`config.mk`:
```
export PLATFORM = sky130hd
export DESIGN_NAME = object_record_deframer
export DESIGN_NICKNAME = d
export VERILOG_FILES = /design/src/hw/rtl/orbd_pkg.sv /design/src/hw/rtl/orbd_parser.sv /design/src/hw/rtl/orbd_out_queue.sv /design/src/hw/rtl/object_record_deframer.sv
export SDC_FILE = /design/constraint.sdc
export NUM_CORES = 1
export LEC_CHECK = 0
export BUFFER_PORTS_ARGS = -buffer_cell sky130_fd_sc_hd__buf_2
export CORE_MARGIN = 2
export CORE_UTILIZATION = 55
export DETAILED_ROUTE_END_ITERATION = 8
export GPL_TIMING_DRIVEN = 0
export PLACE_DENSITY_LB_ADDON = 0.2
export SLEW_MARGIN = 10
export SYNTH_ARGS = -nofsm -noshare
export SYNTH_HDL_FRONTEND = slang
export SYNTH_SLANG_ARGS = --single-unit
```
`constraint.sdc`:
```
create_clock -name aclk -period 11.1 [get_ports aclk]
set_input_delay 1.11 -clock aclk [delete_from_list [all_inputs] [get_ports aclk]]
set_output_delay 1.11 -clock aclk [all_outputs]
set_load 0.005 [all_outputs]
```
`src/hw/rtl/orbd_pkg.sv`:
```
`timescale 1ns / 1ps

package orbd_pkg;

    // Frame layout
    localparam int HDR_BYTES       = 4;
    localparam int ANALOG_BYTES    = 4;
    localparam int BINARY_BYTES    = 1;
    localparam int RAW_VALUE_BYTES = 16;
    localparam int VALUE_LANES     = 16;

    // Type codes at or below these limits select the short value forms
    localparam logic [7:0] ANALOG_TYPE_MAX = 8'd2;
    localparam logic [7:0] BINARY_TYPE_MAX = 8'd5;

    // Result kinds
    localparam logic KIND_OBJECT  = 1'b0;
    localparam logic KIND_SUMMARY = 1'b1;

    // Reset value of the object count clamp
    localparam logic [7:0] MAX_OBJECTS_RESET = 8'd255;

    typedef struct packed {
        logic        kind;
        logic [15:0] rec_id;
        logic [7:0]  rec_type;
        logic [7:0]  object_flags;
        logic [63:0] value_low;
        logic [63:0] value_high;
        logic [7:0]  parsed_total;
        logic        end_of_run;
    } result_t;

    // Results caused by one accepted byte: count (0..2), first and second
    typedef struct packed {
        logic [1:0] n;
        result_t    r0;
        result_t    r1;
    } push_t;

    // Header plus value length for a given type byte
    function automatic logic [5:0] frame_bytes(input logic [7:0] type_byte);
        logic [5:0] len;
        if (type_byte <= ANALOG_TYPE_MAX) begin
            len = 6'(ANALOG_BYTES);
        end else if (type_byte <= BINARY_TYPE_MAX) begin
            len = 6'(BINARY_BYTES);
        end else begin
            len = 6'(RAW_VALUE_BYTES);
        end
        return 6'(HDR_BYTES) + len;
    endfunction

endpackage

```
`src/hw/rtl/orbd_parser.sv`:
```
`timescale 1ns / 1ps

module orbd_parser (
    input  logic          aclk,
    input  logic          aresetn,
    input  logic          cfg_we,
    input  logic [7:0]    cfg_wdata,
    input  logic          in_accept,
    input  logic [7:0]    byte_in,
    input  logic          last_byte,
    output orbd_pkg::push_t push
);
    import orbd_pkg::*;

    localparam logic [1:0] PH_COUNT   = 2'd0;
    localparam logic [1:0] PH_OBJECTS = 2'd1;
    localparam logic [1:0] PH_DRAIN   = 2'd2;

    logic [7:0]  max_objects_reg;
    logic [1:0]  phase_reg, phase_next;
    logic [7:0]  objects_left_reg, objects_left_next;
    logic [4:0]  byte_pos_reg, byte_pos_next;
    logic [31:0] header_reg, header_next;
    logic [127:0] value_reg, value_next;
    logic [7:0]  parsed_reg, parsed_next;

    logic [31:0]  hdr_cur;
    logic [127:0] val_cur;
    logic [5:0]   pos_inc;
    logic [4:0]   val_off;
    logic [7:0]   clamped;
    logic         obj_done;
    result_t      obj_res;
    result_t      sum_res;

    // Configuration register
    always_ff @(posedge aclk) begin
        if (!aresetn) begin
            max_objects_reg <= MAX_OBJECTS_RESET;
        end else if (cfg_we) begin
            max_objects_reg <= cfg_wdata;
        end
    end

    // Next-state logic for one byte
    always_comb begin
        phase_next        = phase_reg;
        objects_left_next = objects_left_reg;
        byte_pos_next     = byte_pos_reg;
        parsed_next       = parsed_reg;
        obj_done          = 1'b0;

        clamped = (byte_in > max_objects_reg) ? max_objects_reg : byte_in;
        pos_inc = {1'b0, byte_pos_reg} + 6'd1;
        val_off = byte_pos_reg - 5'(HDR_BYTES);

        // header and value restart at the first byte of each object
        hdr_cur = (byte_pos_reg == 5'd0) ? '0 : header_reg;
        val_cur = (byte_pos_reg == 5'd0) ? '0 : value_reg;

        header_next = hdr_cur;
        value_next  = val_cur;
        if (byte_pos_reg < 5'(HDR_BYTES)) begin
            for (int i = 0; i < HDR_BYTES; i++) begin
                if (byte_pos_reg[1:0] == 2'(i)) begin
                    header_next[8*i +: 8] = hdr_cur[8*i +: 8] | byte_in;
                end
            end
        end else begin
            for (int j = 0; j < VALUE_LANES; j++) begin
                if (val_off[3:0] == 4'(j)) begin
                    value_next[8*j +: 8] = val_cur[8*j +: 8] | byte_in;
                end
            end
        end

        unique case (phase_reg)
            PH_COUNT: begin
                objects_left_next = clamped;
                byte_pos_next     = '0;
                parsed_next       = '0;
                phase_next        = (clamped == 8'd0) ? PH_DRAIN : PH_OBJECTS;
            end
            PH_OBJECTS: begin
                if (pos_inc >= 6'(HDR_BYTES) && pos_inc >= frame_bytes(header_next[23:16]))
                begin
                    obj_done          = 1'b1;
                    parsed_next       = parsed_reg + 8'd1;
                    objects_left_next = objects_left_reg - 8'd1;
                    byte_pos_next     = '0;
                    if (objects_left_reg == 8'd1) begin
                        phase_next = PH_DRAIN;
                    end
                end else begin
                    byte_pos_next = pos_inc[4:0];
                end
            end
            default: begin
                // draining or unused code: byte ignored
            end
        endcase

        if (last_byte) begin
            phase_next        = PH_COUNT;
            objects_left_next = '0;
            byte_pos_next     = '0;
        end
    end

    // Result records
    always_comb begin
        obj_res              = '0;
        obj_res.kind         = KIND_OBJECT;
        obj_res.rec_id       = header_next[15:0];
        obj_res.rec_type     = header_next[23:16];
        obj_res.object_flags = header_next[31:24];
        obj_res.value_low    = value_next[63:0];
        obj_res.value_high   = value_next[127:64];
        obj_res.end_of_run   = !last_byte;

        sum_res              = '0;
        sum_res.kind         = KIND_SUMMARY;
        sum_res.parsed_total = parsed_next;
        sum_res.end_of_run   = 1'b1;

        push.n  = in_accept ? (2'(obj_done) + 2'(last_byte)) : 2'd0;
        push.r0 = obj_done ? obj_res : sum_res;
        push.r1 = sum_res;
    end

    // State registers
    always_ff @(posedge aclk) begin
        if (!aresetn) begin
            phase_reg        <= PH_COUNT;
            objects_left_reg <= '0;
            byte_pos_reg     <= '0;
            parsed_reg       <= '0;
        end else if (in_accept) begin
            phase_reg        <= phase_next;
            objects_left_reg <= objects_left_next;
            byte_pos_reg     <= byte_pos_next;
            parsed_reg       <= last_byte ? 8'd0 : parsed_next;
        end
    end

    // Header and value bytes are rebuilt from scratch for every object
    always_ff @(posedge aclk) begin
        if (in_accept && phase_reg == PH_OBJECTS) begin
            header_reg <= header_next;
            value_reg  <= value_next;
        end
    end

`ifndef NO_ASSERTIONS
    a_drain_empty: assert property (@(posedge aclk) disable iff (!aresetn)
        phase_reg == PH_DRAIN |-> objects_left_reg == 8'd0)
        else $error("draining with objects still outstanding");

    a_objects_left: assert property (@(posedge aclk) disable iff (!aresetn)
        phase_reg == PH_OBJECTS |-> objects_left_reg != 8'd0)
        else $error("parsing objects with none left");

    a_pos_range: assert property (@(posedge aclk) disable iff (!aresetn)
        byte_pos_reg < 5'(HDR_BYTES + RAW_VALUE_BYTES))
        else $error("byte position past largest object");

    a_rearm: assert property (@(posedge aclk) disable iff (!aresetn)
        in_accept && last_byte |=> phase_reg == PH_COUNT && parsed_reg == 8'd0)
        else $error("block did not rearm after final byte");
`endif
endmodule

```
`src/hw/rtl/orbd_out_queue.sv`:
```
`timescale 1ns / 1ps

module orbd_out_queue (
    input  logic              aclk,
    input  logic              aresetn,
    input  orbd_pkg::push_t   push,
    output logic              room,
    output logic              m_valid,
    input  logic              m_ready,
    output orbd_pkg::result_t m_res
);
    import orbd_pkg::*;

    localparam int QDEPTH = 4;
    localparam int PTR_W  = $clog2(QDEPTH);
    localparam int CNT_W  = $clog2(QDEPTH + 1);

    result_t            mem [QDEPTH];
    logic [PTR_W-1:0]   wr_ptr_reg, wr_ptr_next, wr_ptr_p1;
    logic [PTR_W-1:0]   rd_ptr_reg, rd_ptr_next;
    logic [CNT_W-1:0]   count_reg, count_next;
    logic               pop;

    // Pointer and occupancy update
    always_comb begin
        pop         = m_valid && m_ready;
        wr_ptr_p1   = wr_ptr_reg + 1'b1;
        wr_ptr_next = wr_ptr_reg + PTR_W'(push.n);
        rd_ptr_next = rd_ptr_reg + PTR_W'(pop);
        count_next  = count_reg + CNT_W'(push.n) - CNT_W'(pop);
    end

    // Room for the worst case of two results from the next byte
    assign room    = count_reg <= CNT_W'(QDEPTH - 2);
    assign m_valid = count_reg != '0;
    assign m_res   = mem[rd_ptr_reg];

    always_ff @(posedge aclk) begin
        if (!aresetn) begin
            wr_ptr_reg <= '0;
            rd_ptr_reg <= '0;
            count_reg  <= '0;
        end else begin
            wr_ptr_reg <= wr_ptr_next;
            rd_ptr_reg <= rd_ptr_next;
            count_reg  <= count_next;
        end
    end

    // Entry storage, up to two writes per cycle
    always_ff @(posedge aclk) begin
        if (push.n != 2'd0) begin
            mem[wr_ptr_reg] <= push.r0;
        end
        if (push.n == 2'd2) begin
            mem[wr_ptr_p1] <= push.r1;
        end
    end

`ifndef NO_ASSERTIONS
    a_no_overflow: assert property (@(posedge aclk) disable iff (!aresetn)
        count_reg <= CNT_W'(QDEPTH))
        else $error("result queue overflow");

    a_push_room: assert property (@(posedge aclk) disable iff (!aresetn)
        push.n != 2'd0 |-> room)
        else $error("push without room");

    a_count_track: assert property (@(posedge aclk) disable iff (!aresetn)
        push.n == 2'd0 && !pop |=> $stable(count_reg))
        else $error("occupancy changed with no transaction");

    a_ptr_gap: assert property (@(posedge aclk) disable iff (!aresetn)
        count_reg != CNT_W'(QDEPTH) |->
            PTR_W'(wr_ptr_reg - rd_ptr_reg) == count_reg[PTR_W-1:0])
        else $error("pointers disagree with occupancy");
`endif
endmodule

```
`src/hw/rtl/object_record_deframer.sv`:
```
`timescale 1ns / 1ps

// Channel | Direction | Handshake          | Payload
// s_      | in        | s_valid / s_ready  | byte_in, last_byte
// m_      | out       | m_valid / m_ready  | kind, object_id .. end_of_run
// cfg_    | in        | cfg_we             | cfg_wdata (max_objects)
//
// One byte is taken per cycle while s_ready is high; results are registered in a queue.
// A final byte that also completes an object yields two results in the same cycle.
// s_ready falls only while three or more results wait, which needs m_ready held low.
// s_ready depends only on the four-entry result queue occupancy, never on m_ready.
// Synchronous active-low reset; no clearing pass, the block accepts bytes right after reset.

module object_record_deframer (
    input  logic        aclk,
    input  logic        aresetn,
    input  logic        cfg_we,
    input  logic [7:0]  cfg_wdata,
    input  logic        s_valid,
    output logic        s_ready,
    input  logic [7:0]  s_byte_in,
    input  logic        s_last_byte,
    output logic        m_valid,
    input  logic        m_ready,
    output logic        m_kind,
    output logic [15:0] m_object_id,
    output logic [7:0]  m_object_type,
    output logic [7:0]  m_object_flags,
    output logic [63:0] m_value_low,
    output logic [63:0] m_value_high,
    output logic [7:0]  m_parsed_total,
    output logic        m_end_of_run
);
    import orbd_pkg::*;

    push_t   push;
    result_t res;
    logic    room;
    logic    in_accept;

    assign s_ready   = room;
    assign in_accept = s_valid && room;

    orbd_parser u_parser (
        .aclk      (aclk),
        .aresetn   (aresetn),
        .cfg_we    (cfg_we),
        .cfg_wdata (cfg_wdata),
        .in_accept (in_accept),
        .byte_in   (s_byte_in),
        .last_byte (s_last_byte),
        .push      (push)
    );

    orbd_out_queue u_queue (
        .aclk    (aclk),
        .aresetn (aresetn),
        .push    (push),
        .room    (room),
        .m_valid (m_valid),
        .m_ready (m_ready),
        .m_res   (res)
    );

    // Unpack the result transaction
    assign m_kind         = res.kind;
    assign m_object_id    = res.rec_id;
    assign m_object_type  = res.rec_type;
    assign m_object_flags = res.object_flags;
    assign m_value_low    = res.value_low;
    assign m_value_high   = res.value_high;
    assign m_parsed_total = res.parsed_total;
    assign m_end_of_run   = res.end_of_run;

endmodule

```
After elaboration in Yosys (flattened, before gate mapping):

Memory sizes are Yosys's and may differ from the RTL's. A register that Yosys moved wholly into a read port is not among the register bits.
Index checks and enable logic that the tools add are counted.

* add/sub/neg operators: 11
* $lt $le $gt $ge: 7
* equality and inequality tests: 23
* mux-type cells: 51
* bitwise logic cells: 20
* reductions and logical operators: 16

Operators by type and width (count)
* 128-bit two-way mux: 2
* 8-bit two-way mux: 25
* 170-bit two-way mux: 1
* 8-bit OR: 20
* 32-bit two-way mux: 2
* 4-bit == test, second input constant: 8
* 8-bit one-hot mux with 2 select lines: 2
* 4-bit by 3-bit == test with 1-bit output, second input constant: 4
* 5-bit two-way mux: 3
* 2-bit two-way mux: 6
* 6-bit two-way mux: 2
* 5-bit one-hot mux with 2 select lines: 1
* 8-bit by 1-bit adder with 8-bit output, second input constant: 1
* 4-bit by 2-bit == test with 1-bit output, second input constant: 2
* 8-bit by 1-bit == test with 1-bit output, second input constant: 1
* 8-bit > comparator: 1
* 8-bit by 2-bit less-or-equal comparator with 1-bit output, second input constant: 1
* 8-bit by 3-bit less-or-equal comparator with 1-bit output, second input constant: 1
* 8-bit zero test: 1
* 8-bit by 1-bit subtractor with 8-bit output, second input constant: 1
* 3-bit by 6-bit adder with 6-bit output, first input constant: 1
* 5-bit by 1-bit adder with 6-bit output, second input constant: 1
* 2-bit == test, second input constant: 3
* 6-bit by 3-bit greater-or-equal comparator with 1-bit output, second input constant: 1
* other kinds (25): 37

* bits in registers: 198
* RAM bits: 680
* output and inout port bits: 172
* memories kept: 1

Memories
* u_queue.mem: depth 4, bits a word 170, read ports 1, clocked after memory_dff 1, wr ports 2, line orbd_out_queue.sv:18 `result_t mem [QDEPTH];`

Depth between registers and ports, before layout:

Gate-level depths: netlist of the first run.

* depth in word-level cells: 19
* mapped depth: 24

Cells and area by module:

A second synthesis of the first run with hierarchy kept.

* cell total of the unflattened synthesis: 2842
* area, all modules: 45169.6 µm²

By module, submodules not included
* orbd_out_queue: instances 1, cells each 1692, area each 33847.5 µm²
* orbd_parser: instances 1, cells each 1149, area each 11315.9 µm²
* object_record_deframer: instances 1, cells each 1, area each 6.3 µm²

Worst setup path after synthesis of the first run:

No wires, ideal clock.

* path kind: input-to-reg
* start: in s_valid
* end: reg u_parser.header_reg[0], enable pin
* arrival time: 8014 ps
* setup slack: 2403 ps
* stages on the path: 3
* buffers on the path: 1
* cells stage by stage: nand3b_1 > buf_2 > nor2_1

* cells in the longest elaborated chain, start to end: 2

Ends and longest elaborated chain
* start: declaration: line object_record_deframer.sv:19 `input logic s_valid,`
* 1-bit logical AND: line object_record_deframer.sv:42 `assign in_accept = s_valid && room;`
* 1-bit logical AND: line orbd_parser.sv:148 `if (in_accept && phase_reg == PH_OBJECTS) begin`
* end signal: assignment: line orbd_parser.sv:149 `header_reg <= header_next;`
* end: declaration: line orbd_parser.sv:23 `logic [31:0] header_reg, header_next;`

Every way passes these cells.
A chain may end at the register's enable or synchronous reset.

==> results of run 1 <==
## per-layer routing
metal	part of all wire, %	wire, µm
met5	0.025	26
met4	3.3	3390
met3	9.4	9660
met2	47	48700
met1	40	41200
## cell usage after synthesis (7+ instances only)
cell	count	share of area, %
a21boi_0	12	0.26
a21oi_1	17	0.24
a22o_1	522	13
a22oi_1	38	0.82
and2_1	115	2.1
and3_1	28	0.50
buf_1	16	0.17
buf_2	60	0.86
clkbuf_1	176	1.9
dfxtp_1	686	39
edfxtp_1	192	17
ha_1	25	0.90
inv_1	80	0.86
mux2i_1	14	0.40
mux4_2	170	11
nand2_1	289	3.1
nand3_1	17	0.24
nand4_1	8	0.14
nor2_1	78	0.84
nor2b_1	16	0.29
nor3_1	7	0.10
nor4_1	7	0.13
o211ai_1	8	0.17
o21ai_0	254	3.7
## power by group
group / internal (W) / leakage (nW) / switching (W)
clock network: 0.00169 / 1.41 / 0.00127
registers: 0.00336 / 7.31 / 0.0000282
logic: 0.000359 / 6.58 / 0.000710
total: 0.00540 / 15.3 / 0.00201
## kinds of logic (layout without fill, tap and decap cells)
logic type      Yosys count  after routing  share of synthesized area [%]
compound gates          899            899                           19.4
xor+xnor                 12             12                          0.302
fa+ha+maj                26             26                          0.956
buf+inv                 340            699                           3.95
flops                   878            878                           56.0
mux                     184            184                           11.4
other cells               0              2                              0
simple gates            590            590                           8.03
## cell usage in the layout (no fill, tap or decap), types with 80 or more instances in the layout
cell type  synthesis  routed
inv_1             80      80
buf_2             60     251
nand2_1          289     289
o21ai_0          254     254
clkbuf_16          0      91
a22o_1           522     522
mux4_2           170     170
dfxtp_1          686     686
clkbuf_1         176     195
edfxtp_1         192     192
and2_1           115     115
## critical path: stages (launching register included)
cell,delay [ns]
dfxtp_1,0.48
inv_1,0.12
ha_1,0.40
and2_1,0.22
clkbuf_1,0.17
a22oi_1,0.28
nand4_1,0.20
or3_4,0.42
ha_1,0.31
a21oi_1,0.07
o22ai_1,0.22
o22a_1,0.27
nand2_4,0.11
inv_2,0.34
buf_2,0.31
ha_1,0.33
nor2_1,0.27
nor2_1,0.07
nand3_1,0.55
clkbuf_1,0.96
clkbuf_1,0.75
inv_1,0.43
## cell type report
class | count | area, µm²
Fill cell | 4963 | 23000
Sequential cell | 878 | 19500
Multi-Input combinational cell | 1711 | 14000
Clock buffer | 120 | 2470
Buffer | 258 | 1070
Tap cell | 846 | 1060
Timing Repair Buffer | 196 | 1060
Clock inverter | 43 | 397
Inverter | 82 | 308
Antenna cell | 2 | 5.00
## how the worst max path moves through the flow
stage | slack (ns) | endpoint
floorplan | 2.40 | u_parser.header_reg[0]
global placement | -0.70 | u_parser.value_reg[26]
detailed placement | 3.37 | u_queue.mem[3][2]
CTS | 3.67 | u_queue.mem[3][1]
global route | 3.28 | u_queue.mem[3][3]
finish | 3.44 | u_queue.mem[3][3]
## stage by stage
step,instances,setup slack (ns)
floorplan,2929,2.40
global placement,3966,-0.697
detailed placement,3971,3.37
CTS,4134,3.67
global route,4134,3.28
finish,4136,3.44
==> impl_metrics.py, run 1 <==
metrics = {
    "global_routing": {
        "grt_pass1_wl_um": 156000,
        "use_met2_pct": 49.7,
        "grt_pass1_vias": 26100,
        "gr-usage-met1_pct": 41.8,
        "grtUsageTotal_pct": 30.9,
        "gr-total-overflow": 0,
        "antenna_found_initial": 6,
        "gr-usage-met3_pct": 5.81,
        "top_usage_layer": "met2",
        "grt_max_degree": 35,
    },
    "timing": {
        "slew_headroom_pct": 17.2,
        "final-hold-violation-count": 0,
        "finalSetupViolCount": 0,
        "maxSlewViolCount": 0,
        "worst_slew_pin_slew_ns": 1.24,
        "holdWs_ns": 0.451,
        "fin_tns_setup_ns": 0,
        "timing.final.crit_share_pct": 69.0,
        "fmax_mhz": 131,
        "finalCriticalPeriod_ns": 7.66,
        "skew_ns": 0.0201,
        "rsz0062_at_grt": "false",
    },
    "logic_synthesis": {
        "synth_ff_type": "dfxtp_1",
        "ys_seq_area_share_pct": 56.0,
        "ys_seq_elements": 878,
        "avgSynthCellArea_um2": 11.9,
        "synth_cells": 2929,
        "synth_fp_nets": 2977,
        "synth.cell_area_um2": 34800,
        "synth_cell_types": 64,
        "synth_warnings": 0,
        "synthArstFlopShare_pct": 0,
        "synth_edf_count": 192,
    },
    "setup_path": {
        "crit_required_ns": 11.39,
        "rrSetupSlack_ns": 3.44,
        "critPathMaxFanout": 10,
        "reg2reg_depth": 21,
        "reg2reg_to": "u_queue.mem[3][3]",
        "cp.arrival_ns": 7.95,
        "setup.worst_path.start_class": "flip-flop",
        "r2r-start": "u_parser.byte_pos_reg[0]",
        "critPathCaptureType": "flip-flop",
        "crit_type": "flip-flop to flip-flop",
        "startpoint": "u_parser.byte_pos_reg[0]",
    },
    "pwr": {
        "power.leakage_nw": 15.3,
        "vdd_drop_max_mv": 0.129,
        "p_total_w": 0.00741,
        "power.density_nw_per_um2": 186,
    },
    "routing": {
        "drc": 0,
        "viasPerCell": 6.39,
        "drt_iter0_drc": 2432,
        "drt_pass1_iterations": 6,
        "drtAntennaViolNets": 0,
        "wl_um": 103000,
        "vias": 26400,
        "wire_per_inst_um": 24.9,
    },
    "worst_hold_path": {
        "hold-path-cell-count": 2,
        "hold_path.class": "flip-flop to flip-flop",
        "hold-path-endpoint": "u_queue.mem[2][80]",
        "worstHoldStart": "u_queue.mem[2][80]",
    },
    "placed_design": {
        "placed_cell_area_um2": 36900,
        "place_congestion": 0.886,
        "hpwl_um": 69400,
        "port_buffers": 191,
    },
    "clocking": {
        "clkTransAtPathRegs_ns": 0.06,
        "cts_tree": "built",
        "clockBufferDepth": 3,
        "clock_latency_ns": 0.65,
        "cts_hold_buffers": 0,
        "cts_resized": 0,
        "cts_num_sinks": 878,
        "numCtsBuffers": 87,
        "cts_root_buffer": "clkbuf_16",
        "post_cts_buffers": 0,
        "htreeDepth": 3,
    },
    "die": {
        "fp.dieH_um": 256,
        "rows": 92,
        "io_pins": 194,
        "dieArea_um2": 65300,
        "fp.coreArea_um2": 62900,
        "dieWidth_um": 256,
        "start_util_pct": 55.4,
    },
    "layout": {
        "final_util_pct": 63.3,
        "syn_to_final_growth_pct": 14.3,
        "largest_register_ffs": 680,
        "drive_above_1_share_pct": 17.6,
        "design_area_um2": 39800,
        "final_nets": 3262,
    },
    "flow_run": {
        "cap_violations": 0,
    },
    "status": {
        "status": "completed",
    },
}
No activity file was read; power rests on OpenSTA's default activity.
==> run 2, diff against run 1 <==
==> constraint.sdc (replaced) <==
create_clock -name aclk -period 6.2 [get_ports aclk]
set_input_delay 0.62 -clock aclk [delete_from_list [all_inputs] [get_ports aclk]]
set_output_delay 0.62 -clock aclk [all_outputs]
set_load 0.005 [all_outputs]
==> run 2 against run 1 <==
  * Non-clock buffer count rose by 2
  * Critical path depth fell by 1
  * Fmax rose by 29%
  * Hold slack got worse by 0.24 ns
  * Sequential share of layout area fell by 0.14 points
  * Wire length fell by 0.13%
  * Design area rose by 0.29%
  * Core utilization rose by 0.18 points
  * Final cell count barely moved
  * First-iteration DRC count fell by 1.9%
  * Critical endpoint is now u_queue.mem[2][133]
  * Largest cell class unchanged
  * Largest power group unchanged
==> impl_metrics.py, run 2 (synthesis gave the netlist of run 1 again) <==
metrics = {
    "status": {
        "status": "completed",
    },
    "routing": {
        "wl_um": 103000,
        "drt_pass1_iterations": 6,
        "drtAntennaViolNets": 0,
        "wire_per_inst_um": 24.9,
        "vias": 26300,
        "drc": 0,
        "viasPerCell": 6.35,
        "drt_iter0_drc": 2387,
    },
    "timing": {
        "slew_headroom_pct": 17.2,
        "rsz0062_at_grt": "false",
        "layout_setup_ws_ns": 0.258,
        "final-hold-violation-count": 0,
        "finalCriticalPeriod_ns": 5.94,
        "worst_slew_pin_slew_ns": 1.24,
        "timing.final.crit_share_pct": 95.8,
        "fmax_mhz": 168,
        "finalSetupViolCount": 0,
        "skew_ns": 0.0228,
        "maxSlewViolCount": 0,
    },
    "pwr": {
        "power.density_nw_per_um2": 330,
        "power.switching_w": 0.00360,
        "seq_power_share_pct": 46.0,
        "intPower_w": 0.00956,
        "pwr-share-clk_pct": 39.2,
        "power.leakage_nw": 15.4,
        "p_sw_share_pct": 27.4,
        "p_comb_share_pct": 14.8,
        "vdd_drop_max_mv": 0.260,
    },
    "clocking": {
        "htreeDepth": 3,
        "cts_root_buffer": "clkbuf_16",
        "cts_num_sinks": 878,
        "cts_tree": "built",
        "clkTransAtPathRegs_ns": 0.06,
        "numCtsBuffers": 87,
        "cts_hold_buffers": 0,
        "clockBufferDepth": 3,
        "clock_latency_ns": 0.64,
    },
    "layout": {
        "multi_input_area_um2": 14000,
        "largest_register_ffs": 680,
        "area.sequential_um2": 19500,
        "layout_common_cells": "dfxtp_1 (686), a22o_1 (522), nand2_1 (289)",
        "final_cells": 4134,
        "final_nets": 3264,
        "drive_above_1_share_pct": 19.6,
        "diodes": 0,
        "layout_commonest_cell": "dfxtp_1",
        "syn_to_final_growth_pct": 14.7,
        "n_fill_cell": 4883,
    },
    "global_routing": {
        "gr-total-overflow": 0,
        "grt_pass1_vias": 25900,
        "grt_pass1_wl_um": 157000,
        "antenna_found_initial": 4,
        "grtUsageTotal_pct": 30.8,
        "grt_max_degree": 34,
    },
    "setup_path": {
        "rrSetupSlack_ns": 0.26,
        "cp.arrival_ns": 6.52,
        "reg2reg_to": "u_queue.mem[2][133]",
        "crit_required_ns": 6.78,
        "critPathMaxFanout": 10,
        "critPathCaptureType": "flip-flop",
        "setup.worst_path.start_class": "flip-flop",
        "r2r-start": "u_parser.byte_pos_reg[0]",
        "crit_type": "flip-flop to flip-flop",
        "reg2reg_depth": 20,
    },
    "die": {
        "fp.coreArea_um2": 62900,
        "start_util_pct": 55.4,
        "dieWidth_um": 256,
        "dieArea_um2": 65300,
        "fp.dieH_um": 256,
        "io_pins": 194,
        "rows": 92,
    },
    "placed_design": {
        "dpl_worst_slack_ns": -1.23,
        "dp_cells": 3971,
        "hpwl_um": 69100,
        "place_congestion": 0.898,
        "port_buffers": 191,
    },
    "worst_hold_path": {
        "hold_path.class": "primary input to flip-flop",
        "worstHoldStart": "cfg_wdata[4]",
        "hold-path-endpoint": "u_parser.max_objects_reg[4]",
        "hold-path-cell-count": 3,
    },
    "flow_run": {
        "cap_violations": 0,
    },
}
## run 2: cell types whose count changed in the layout (fill, tap and decap cells not counted), moves of 5 or more
cell,delta
clkbuf_8,+6
clkbuf_2,+44
clkbuf_1,-46
bufinv_16,-5
buf_1,-5
clkinv_1,-6
## run 2: power by group through the flow
| stage | clock network, W | logic (W) | registers, W |
|---|---|---|---|
| 2_1_floorplan | 0 | 0.00129 | 0.00618 |
| 3_3_place_gp | 0 | 0.00185 | 0.00619 |
| 3_5_place_dp | 0 | 0.00190 | 0.00618 |
| 4_1_cts | 0.00518 | 0.00192 | 0.00606 |
| 5_1_grt | 0.00541 | 0.00210 | 0.00607 |
| 6_report | 0.00516 | 0.00194 | 0.00606 |
## run 2: how the worst max path moves through the flow
stage,start,to
2_1_floorplan,s_valid,u_parser.header_reg[0]
3_3_place_gp,s_valid,u_parser.value_reg[22]
3_5_place_dp,u_parser.byte_pos_reg[0],u_queue.mem[3][1]
4_1_cts,u_parser.byte_pos_reg[0],u_queue.mem[0][169]
5_1_grt,u_parser.byte_pos_reg[0],u_queue.mem[3][2]
6_report,u_parser.byte_pos_reg[0],u_queue.mem[2][133]
## run 2: layer usage
metal / GRT usage [%] / share of wire, % / vias to the layer above
li1: - / - / 11600
met1: 41.7 / 41 / 13300
met2: 49.5 / 47 / 1258
met3: 6.59 / 9.1 / 195
met4: 10.8 / 3.3 / 0
met5: 0 / 0 / -
## run 2: what timing repair did
item | 4_1_cts | 5_1_grt
setup buffers | 0 | 2
endpoints found under the setup margin | 529 | 546
gates resized for setup | 25 | 85
pin swaps | 0 | 1
## run 2: layout make-up
cell class	instances	area share, %
clock buffers	124	6.42
multi-input cells	1711	35.1
plain buffers	258	2.89
well taps	846	2.65
flip-flops and latches	878	48.8
clock inverters	37	0.570
inverters	82	0.787
repair buffers	198	2.73
## run 2: metrics by stage
step | hold WS (ns) | setup TNS [ns] | utilization [%] | total power [W] | area [µm²]
final | 0.215 | 0 | 63.5 | 0.0132 | 39900
after global routing | 0.200 | 0 | 63.5 | 0.0136 | 39900
after CTS | 0.189 | 0 | 63.3 | 0.0132 | 39800
after detailed placement | 0.439 | -189.11 | 58.8 | 0.00808 | 37000
after global placement | 0.429 | -324.49 | 58.6 | 0.00804 | 36800
after floorplan | 0.420 | 0 | - | 0.00747 | 34800
## run 2: critical path: stages (launching register included)
cell      delay [ns]
dfxtp_1         0.50
inv_1           0.11
ha_1            0.30
and2_1          0.17
clkbuf_1        0.20
a22oi_1         0.31
nand4_1         0.23
or3_4           0.42
ha_1            0.31
a21oi_1         0.07
o22ai_1         0.23
o22a_1          0.26
nand2_4         0.13
inv_4           0.24
buf_2           0.28
ha_1            0.41
o21ai_4         0.14
nor2_2          0.35
clkbuf_2        0.50
buf_1           0.50
a22o_1          0.22
